[config.mk]
export PLATFORM = sky130hd
export DESIGN_NAME = four_digit_seven_segment_mux
export DESIGN_NICKNAME = d
export VERILOG_FILES = /design/src/hdl/fdsm_pkg.sv /design/src/hdl/four_digit_seven_segment_mux.sv
export SDC_FILE = /design/constraint.sdc
export NUM_CORES = 2
export LEC_CHECK = 0
export ABC_AREA = 0
export CAP_MARGIN = 0
export CORE_MARGIN = 4
export CORE_UTILIZATION = 72
export CTS_CLUSTER_DIAMETER = 50
export CTS_CLUSTER_SIZE = 25
export DETAILED_ROUTE_END_ITERATION = 10
export DONT_BUFFER_PORTS = 1
export GPL_TIMING_DRIVEN = 0
export PLACE_DENSITY = 0.95
export SYNTH_ARGS = -nofsm -noshare
export SYNTH_HDL_FRONTEND = slang
export SYNTH_SLANG_ARGS = --single-unit
[constraint.sdc]
create_clock -name clk -period 22.6 [get_ports clk]
set_clock_uncertainty 0.1 [all_clocks]
set_input_delay 6.78 -clock clk [delete_from_list [all_inputs] [get_ports clk]]
set_output_delay 6.78 -clock clk [all_outputs]
set_load 0.01 [all_outputs]
[src/hdl/fdsm_pkg.sv]
// Shared constants, field positions and segment decoding for the four-digit display driver.
package fdsm_pkg;

    localparam int DWELL_WIDTH_DEF = 16;
    localparam int CFG_W           = 16;
    localparam int ADDR_W          = 3;
    localparam int VALUE_W         = 24;
    localparam int NUM_W           = 14;

    // Register index, taken from paddr[2].
    localparam logic REG_DWELL = 1'b0;
    localparam logic [CFG_W-1:0] DWELL_RESET = 16'd3;

    localparam logic [7:0] BLANK_CODE = 8'hff;
    localparam int         POINT_BIT  = 7;

    // Output beat layout, lowest bit first.
    localparam int SEG_LSB  = 0;
    localparam int SEG_MSB  = 7;
    localparam int DEN_LSB  = 8;
    localparam int DEN_MSB  = 11;
    localparam int OVER_BIT = 12;
    localparam int OUT_TDATA_W = 16;

    // Range limits of the decimal point selection.
    localparam logic [VALUE_W-1:0] LIM_POINT0 = 24'd10000;
    localparam logic [VALUE_W-1:0] LIM_POINT1 = 24'd100000;
    localparam logic [VALUE_W-1:0] LIM_POINT2 = 24'd1000000;
    localparam logic [NUM_W-1:0]   NUM_MAX    = 14'd9999;

    // Reciprocals scaled by 2^34; exact for every 24-bit input value.
    localparam int          RECIP_W     = 31;
    localparam int          RECIP_SHIFT = 34;
    localparam logic [RECIP_W-1:0] RECIP10   = 31'd1717986919;
    localparam logic [RECIP_W-1:0] RECIP100  = 31'd171798692;
    localparam logic [RECIP_W-1:0] RECIP1000 = 31'd17179870;

    // Reciprocals scaled by 2^24; exact for every 14-bit number.
    localparam int          DIG_SHIFT   = 24;
    localparam logic [20:0] DRECIP10    = 21'd1677722;
    localparam logic [20:0] DRECIP100   = 21'd167773;
    localparam logic [20:0] DRECIP1000  = 21'd16778;

    function automatic logic [7:0] seg_code(input logic [3:0] digit);
        logic [7:0] code;
        case (digit)
            4'd0:    code = 8'hc0;
            4'd1:    code = 8'hf9;
            4'd2:    code = 8'ha4;
            4'd3:    code = 8'hb0;
            4'd4:    code = 8'h99;
            4'd5:    code = 8'h92;
            4'd6:    code = 8'h82;
            4'd7:    code = 8'hf8;
            4'd8:    code = 8'h80;
            4'd9:    code = 8'h90;
            default: code = BLANK_CODE;
        endcase
        return code;
    endfunction

endpackage

[src/hdl/four_digit_seven_segment_mux.sv]
// Top level of the multiplexed four-digit seven-segment display driver.
//
// Usage: each input beat is either a load (s_tuser = 0) carrying a value in
// thousandths on s_tdata, or a scan tick (s_tuser = 1). A load picks the
// decimal point by range (d.ddd, dd.dd, ddd.d or a plain integer saturated
// at 9999 with the over-range flag), converts to four digits and stores
// active-low segment codes. A tick advances the scan once the enabled digit
// has been held for dwell_ticks ticks. Every input beat yields exactly one
// output beat with the segments, the active-low digit enable and the flag.
// One beat is taken per cycle unless a stalled receiver backs up the
// pipeline. Stage one registers the input, stage two scales the value with
// one reciprocal multiplier, stage three splits the number into digits and
// updates the display state and the output register.
// Each stage advances whenever the next one is empty or moving, so input
// beats keep being taken into empty stages while an output beat waits; a
// stalled receiver backs the pipeline up and drops s_tready once all three
// stages are full. Reset blanks the display, selects the leftmost digit,
// clears the flag and the dwell counter, and sets dwell_ticks to 3.
module four_digit_seven_segment_mux #(
    parameter int DWELL_WIDTH = fdsm_pkg::DWELL_WIDTH_DEF
) (
    input  logic                              clk,
    input  logic                              rst_n,
    // APB configuration port
    input  logic                              psel,
    input  logic                              penable,
    input  logic                              pwrite,
    input  logic [fdsm_pkg::ADDR_W-1:0]       paddr,
    input  logic [31:0]                       pwdata,
    output logic [31:0]                       prdata,
    output logic                              pready,
    // Input stream
    input  logic                              s_tvalid,
    output logic                              s_tready,
    input  logic [fdsm_pkg::VALUE_W-1:0]      s_tdata,   // [23:0] value_milli
    input  logic                              s_tuser,   // [0] req_type
    // Output stream
    output logic                              m_tvalid,
    input  logic                              m_tready,
    // [7:0] segments, [11:8] digit_enable, [12] over_range, [15:13] zero
    output logic [fdsm_pkg::OUT_TDATA_W-1:0]  m_tdata
);
    import fdsm_pkg::*;

    // Configuration
    logic [CFG_W-1:0] dwell_reg;
    logic             cfg_wr;

    assign pready = 1'b1;
    assign cfg_wr = psel && penable && pwrite && (paddr[2] == REG_DWELL);
    assign prdata = (paddr[2] == REG_DWELL) ? {{(32-CFG_W){1'b0}}, dwell_reg} : 32'd0;

    always_ff @(posedge clk or negedge rst_n)
    begin
        if (!rst_n)
        begin
            dwell_reg <= DWELL_RESET;
        end
        else if (cfg_wr)
        begin
            dwell_reg <= pwdata[CFG_W-1:0];
        end
    end

    // Pipeline flow control
    logic a_valid_reg, b_valid_reg, m_valid_reg;
    logic en_a, en_b, en_c;

    assign en_c     = !m_valid_reg || m_tready;
    assign en_b     = !b_valid_reg || en_c;
    assign en_a     = !a_valid_reg || en_b;
    assign s_tready = en_a;
    assign m_tvalid = m_valid_reg;

    // Stage one: input register
    logic               a_req_reg;
    logic [VALUE_W-1:0] a_value_reg;

    always_ff @(posedge clk or negedge rst_n)
    begin
        if (!rst_n)
        begin
            a_valid_reg <= 1'b0;
        end
        else if (en_a)
        begin
            a_valid_reg <= s_tvalid;
        end
    end

    always_ff @(posedge clk)
    begin
        if (en_a && s_tvalid)
        begin
            a_req_reg   <= s_tuser;
            a_value_reg <= s_tdata;
        end
    end

    // Stage two: range selection and scaling to a four-digit number
    logic [RECIP_W-1:0]         recip_sel;
    logic [VALUE_W+RECIP_W-1:0] scaled;
    logic [VALUE_W+RECIP_W-RECIP_SHIFT-1:0] quot;
    logic [NUM_W-1:0]           n_next;
    logic [3:0]                 pt_next;
    logic                       over_next;
    logic                       small_range;

    always_comb
    begin
        small_range = 1'b0;
        pt_next     = 4'b0000;
        recip_sel   = RECIP1000;
        if (a_value_reg < LIM_POINT0)
        begin
            small_range = 1'b1;
            pt_next     = (a_value_reg != '0) ? 4'b0001 : 4'b0000;
        end
        else if (a_value_reg < LIM_POINT1)
        begin
            recip_sel = RECIP10;
            pt_next   = 4'b0010;
        end
        else if (a_value_reg < LIM_POINT2)
        begin
            recip_sel = RECIP100;
            pt_next   = 4'b0100;
        end
    end

    assign scaled = {{RECIP_W{1'b0}}, a_value_reg} * {{VALUE_W{1'b0}}, recip_sel};
    assign quot   = scaled[VALUE_W+RECIP_W-1:RECIP_SHIFT];

    always_comb
    begin
        over_next = 1'b0;
        if (small_range)
        begin
            n_next = a_value_reg[NUM_W-1:0];
        end
        else if (quot > {{($bits(quot)-NUM_W){1'b0}}, NUM_MAX})
        begin
            n_next    = NUM_MAX;
            over_next = 1'b1;
        end
        else
        begin
            n_next = quot[NUM_W-1:0];
        end
    end

    logic             b_req_reg;
    logic [NUM_W-1:0] b_n_reg;
    logic [3:0]       b_pt_reg;
    logic             b_over_reg;

    always_ff @(posedge clk or negedge rst_n)
    begin
        if (!rst_n)
        begin
            b_valid_reg <= 1'b0;
        end
        else if (en_b)
        begin
            b_valid_reg <= a_valid_reg;
        end
    end

    always_ff @(posedge clk)
    begin
        if (en_b && a_valid_reg)
        begin
            b_req_reg  <= a_req_reg;
            b_n_reg    <= n_next;
            b_pt_reg   <= pt_next;
            b_over_reg <= over_next;
        end
    end

    // Stage three: digit split, display state and output register
    logic [34:0] p1000, p100, p10;
    logic [3:0]  q1000;
    logic [6:0]  q100;
    logic [9:0]  q10;
    logic [3:0]  digit [4];

    assign p1000 = {21'd0, b_n_reg} * {14'd0, DRECIP1000};
    assign p100  = {21'd0, b_n_reg} * {14'd0, DRECIP100};
    assign p10   = {21'd0, b_n_reg} * {14'd0, DRECIP10};
    assign q1000 = p1000[DIG_SHIFT+3:DIG_SHIFT];
    assign q100  = p100[DIG_SHIFT+6:DIG_SHIFT];
    assign q10   = p10[DIG_SHIFT+9:DIG_SHIFT];

    // Each digit is a quotient minus ten times the next coarser quotient.
    logic [6:0]       q1000_x10;
    logic [9:0]       q100_x10;
    logic [NUM_W-1:0] q10_x10;
    logic [6:0]       d1_full;
    logic [9:0]       d2_full;
    logic [NUM_W-1:0] d3_full;

    assign q1000_x10 = {q1000, 3'b000} + {2'b00, q1000, 1'b0};
    assign q100_x10  = {q100, 3'b000} + {2'b00, q100, 1'b0};
    assign q10_x10   = {1'b0, q10, 3'b000} + {3'b000, q10, 1'b0};
    assign d1_full   = q100 - q1000_x10;
    assign d2_full   = q10 - q100_x10;
    assign d3_full   = b_n_reg - q10_x10;
    assign digit[0]  = q1000;
    assign digit[1]  = d1_full[3:0];
    assign digit[2]  = d2_full[3:0];
    assign digit[3]  = d3_full[3:0];

    logic [7:0]             codes_reg  [4];
    logic [7:0]             codes_next [4];
    logic [1:0]             active_reg, active_next;
    logic [DWELL_WIDTH-1:0] cnt_reg, cnt_next;
    logic                   over_reg, over_flag_next;
    logic [CFG_W+DWELL_WIDTH-1:0] dwell_ext;
    logic [DWELL_WIDTH-1:0] limit;
    logic [DWELL_WIDTH-1:0] cnt_inc;
    logic                   step_c;

    assign step_c    = en_c && b_valid_reg;
    assign dwell_ext = {{DWELL_WIDTH{1'b0}}, dwell_reg};
    assign limit     = (dwell_ext[DWELL_WIDTH-1:0] == '0) ? DWELL_WIDTH'(1)
                                                          : dwell_ext[DWELL_WIDTH-1:0];
    assign cnt_inc   = cnt_reg + DWELL_WIDTH'(1);

    always_comb
    begin
        codes_next     = codes_reg;
        active_next    = active_reg;
        cnt_next       = cnt_reg;
        over_flag_next = over_reg;
        if (!b_req_reg)
        begin
            over_flag_next = b_over_reg;
            for (int k = 0; k < 4; k++)
            begin
                codes_next[k] = seg_code(digit[k]);
                codes_next[k][POINT_BIT] = ~b_pt_reg[k];
            end
        end
        else
        begin
            // A counter wrap counts as reaching the limit.
            if (cnt_inc >= limit || cnt_inc == '0)
            begin
                cnt_next    = '0;
                active_next = active_reg + 2'd1;
            end
            else
            begin
                cnt_next = cnt_inc;
            end
        end
    end

    logic [7:0] seg_out_reg;
    logic [3:0] den_out_reg;
    logic       over_out_reg;

    always_ff @(posedge clk or negedge rst_n)
    begin
        if (!rst_n)
        begin
            m_valid_reg <= 1'b0;
            active_reg  <= 2'd0;
            cnt_reg     <= '0;
            over_reg    <= 1'b0;
            for (int k = 0; k < 4; k++)
            begin
                codes_reg[k] <= BLANK_CODE;
            end
        end
        else
        begin
            if (en_c)
            begin
                m_valid_reg <= b_valid_reg;
            end
            if (step_c)
            begin
                active_reg <= active_next;
                cnt_reg    <= cnt_next;
                over_reg   <= over_flag_next;
                codes_reg  <= codes_next;
            end
        end
    end

    always_ff @(posedge clk)
    begin
        if (step_c)
        begin
            seg_out_reg  <= codes_next[active_next];
            den_out_reg  <= ~(4'b0001 << active_next);
            over_out_reg <= over_flag_next;
        end
    end

    assign m_tdata = {{(OUT_TDATA_W-OVER_BIT-1){1'b0}}, over_out_reg, den_out_reg, seg_out_reg};

endmodule

==> impl_metrics.tcl <==
set metrics [dict create \
    clock-root-buffer "clkbuf_16" \
    grt_usage 0.411 \
    clk_latency_ns 0.48 \
    viasPerCell 6.10 \
    syn_inst 3841 \
    route.detailed.drc 0 \
    cts.sinks 127 \
    status "finished, final reports clean" \
    dr_total_vias 28265 \
    async_reset_ff_frac 0.551 \
    final_antenna_net_count 0 \
    gp_congestion 1.07 \
    first_pass_iters 6 \
    start_kind "input pin" \
    cts_tree "done" \
    design_area_sq_um 38100 \
    ys_ff_latch 127 \
    die_w_um 232 \
    initial_core_util 0.735 \
    synth.area.mux_share 0.0138 \
    holdBufCountCts 0 \
    yosys_warnings 0 \
    grt_start_max_net_pins 71 \
    slew_headroom 0.203 \
    syn_area_sq_um 36300 \
    htree_num_levels 4 \
    fill_cells 3177 \
    synth-simple-area-share 0.0884 \
    place_ws_ns 8.22 \
    final_nets 5275 \
    numPortBuffers 0 \
    core_area_sq_um 49400 \
    worst_setup_path_end_kind "primary output" \
    synth-edff-count 57 \
    dp_hpwl_mm 91.7 \
    die_area_sq_um 54000 \
    wl_mm 108 \
    clk_pin_slew_ns 0.07 \
    setup_tns_ns 0 \
    routedWlPerCell_um 23.2 \
    setup_violations 0 \
    period_minus_slack_ns 14.50 \
    synth_top_family_by_area "adder cells" \
    yosysTopAreaCell "fa_1" \
    layout_setup_ws_ns 8.10 \
    arrival_ns 7.62 \
    largest_reg_flops 32 \
    syn_avg_cell_area_sq_um 9.44 \
    drive_gt1_frac 0.0401 \
    hold_viol_final 0 \
    io_pins 118 \
    max_freq_mhz 69.0 \
    antenna_found_initial 0 \
    ys_seq_area_frac 0.0967 \
    synth_top_area_frac 0.372 \
    grt_pass1_vias 30661 \
    tightest_slew_ns 1.19 \
    yosys.area_share.adder 0.572 \
    ys_types 94 \
    dpl-instance-area_sq_um 37500 \
    synth_compound_area_frac 0.0809 \
    cts_made_buffers 17 \
    rsz0062_at_grt "false" \
    cts_resized 0 \
    hold_class "flop to flop" \
    critPathKind "input pin to primary output" \
    cts.path.max_buffers 2 \
    slew_viol_final 0 \
    drt_iter0_drc 2659 \
    grt_pass1_wl_mm 167 \
    period_share 0.642 \
    synth-xor-area-share 0.0185 \
    rows 81 \
    grt_overflow 0 \
    synth.area.top_cells "fa_1 (37%), ha_1 (20%), inv_1 (12%), edfxtp_1 (4.7%), nand2_1 (2.6%)" \
    synthFlopType "edfxtp_1" \
    final_core_util 0.771 \
    drv_cap 0 \
    post_cts_buffers 0 \
    cp.required_ns 15.72 \
    die_h_um 232 \
    crit_fanout 10 \
    synthToLayoutAreaGrowth_pct 4.96 \
]
## final timing paths
check                           cells past startpoint                        end  slack [ns]                 startpoint
max in group asynchronous                           0  codes_reg[19]$_DFFE_PN1P_       16.29                      rst_n
worst max register to register                     36      b_n_reg[10]$_DFFE_PP_        9.69  a_value_reg[10]$_DFFE_PP_
worst min-delay path                                1  codes_reg[31]$_DFFE_PN1P_        0.33  b_pt_reg[0]$_SDFFCE_PN0P_
worst max-delay path                                3                 prdata[14]        8.10                   paddr[2]
worst min register to register                      1  codes_reg[31]$_DFFE_PN1P_        0.33  b_pt_reg[0]$_SDFFCE_PN0P_
min in group asynchronous                           0     cnt_reg[9]$_DFFE_PN0P_        5.89                      rst_n
## layout by cell type (no fill, tap or decap), types with 17 or more instances in the layout
cell type and count:
and2_1 24, xnor2_1 45, nand2b_1 20, clkbuf_1 70, mux2_2 24, conb_1 95, nor2b_1 21, ha_1 579
nand3_1 60, o21ai_0 112, mux2i_1 23, a21oi_1 128, edfxtp_1 57, fa_1 674, buf_4 21, dfstp_2 34
nand2_1 249, nor2_1 144, nand4_1 34, inv_1 1119, a21o_1 25, dfrtp_1 36, nor3_1 26, clkbuf_16 17
xor2_1 28, nor4_1 19
## cell families (layout without fill, tap and decap cells)
family                     Yosys count  after routing
AOI/OAI and AO/OA                  444            444
xor gates and xnor gates            75             75
adders and majority gates         1253           1253
buffers and inverters             1225           1259
DFF                                127            127
muxes                               47             47
other                                2             97
and+or+nand+nor                    668            668
## cell type report
| class | count | area, sq um | share of cell area |
|---|---|---|---|
| antenna | 2 | 5.00 | 0.000131 |
| buffer | 105 | 505 | 0.0133 |
| clock buffer | 17 | 425 | 0.0112 |
| clock inverter | 15 | 150 | 0.00394 |
| inverter | 1120 | 4200 | 0.110 |
| multi-input combinational | 2582 | 28400 | 0.746 |
| sequential | 127 | 3510 | 0.0921 |
| tap | 664 | 831 | 0.0218 |
| timing repair buffer | 2 | 37.5 | 0.000986 |
## synth_stat cells, types with 10 or more instances
| cell type | count |
|---|---|
| edfxtp_1 | 57 |
| nor2_1 | 144 |
| xor2_1 | 28 |
| nand3_1 | 60 |
| o31ai_1 | 10 |
| nor4_1 | 19 |
| and2_1 | 25 |
| nand2b_1 | 20 |
| o211ai_1 | 16 |
| nand2_1 | 249 |
| dfstp_2 | 34 |
| a21oi_1 | 128 |
| o21ai_0 | 112 |
| nand4_1 | 34 |
| mux2_2 | 24 |
| ha_1 | 579 |
| mux2i_1 | 23 |
| xnor2_1 | 45 |
| nor3_1 | 26 |
| a21o_1 | 25 |
| dfrtp_1 | 36 |
| nor2b_1 | 21 |
| a211oi_1 | 12 |
| buf_4 | 21 |
| clkbuf_1 | 70 |
| fa_1 | 674 |
| and3_1 | 13 |
| inv_1 | 1119 |
## layer usage
layer | wire length [um] | GRT usage
met5 | 0 | 0
met1 | 36000 | 0.478
met4 | 10200 | 0.298
met2 | 50800 | 0.677
met3 | 10600 | 0.0874
## worst max-delay path, stage by stage
cell and delay (ns):
clkbuf_1 0.26, clkbuf_1 0.39, nor2_1 0.19
## per-stage QoR
| step | std cells | hold slack (ns) |
|---|---|---|
| after global placement | 4598 | 0.316 |
| after detailed placement | 4600 | 0.322 |
| after CTS | 4632 | 0.334 |
| after floorplan | 3934 | 0.298 |
| after global routing | 4632 | 0.358 |
| final | 4634 | 0.328 |
Power is left out: the tool's default activity adds up to more than one toggle a clock period on the data nets, which glitch-free logic cannot reach.
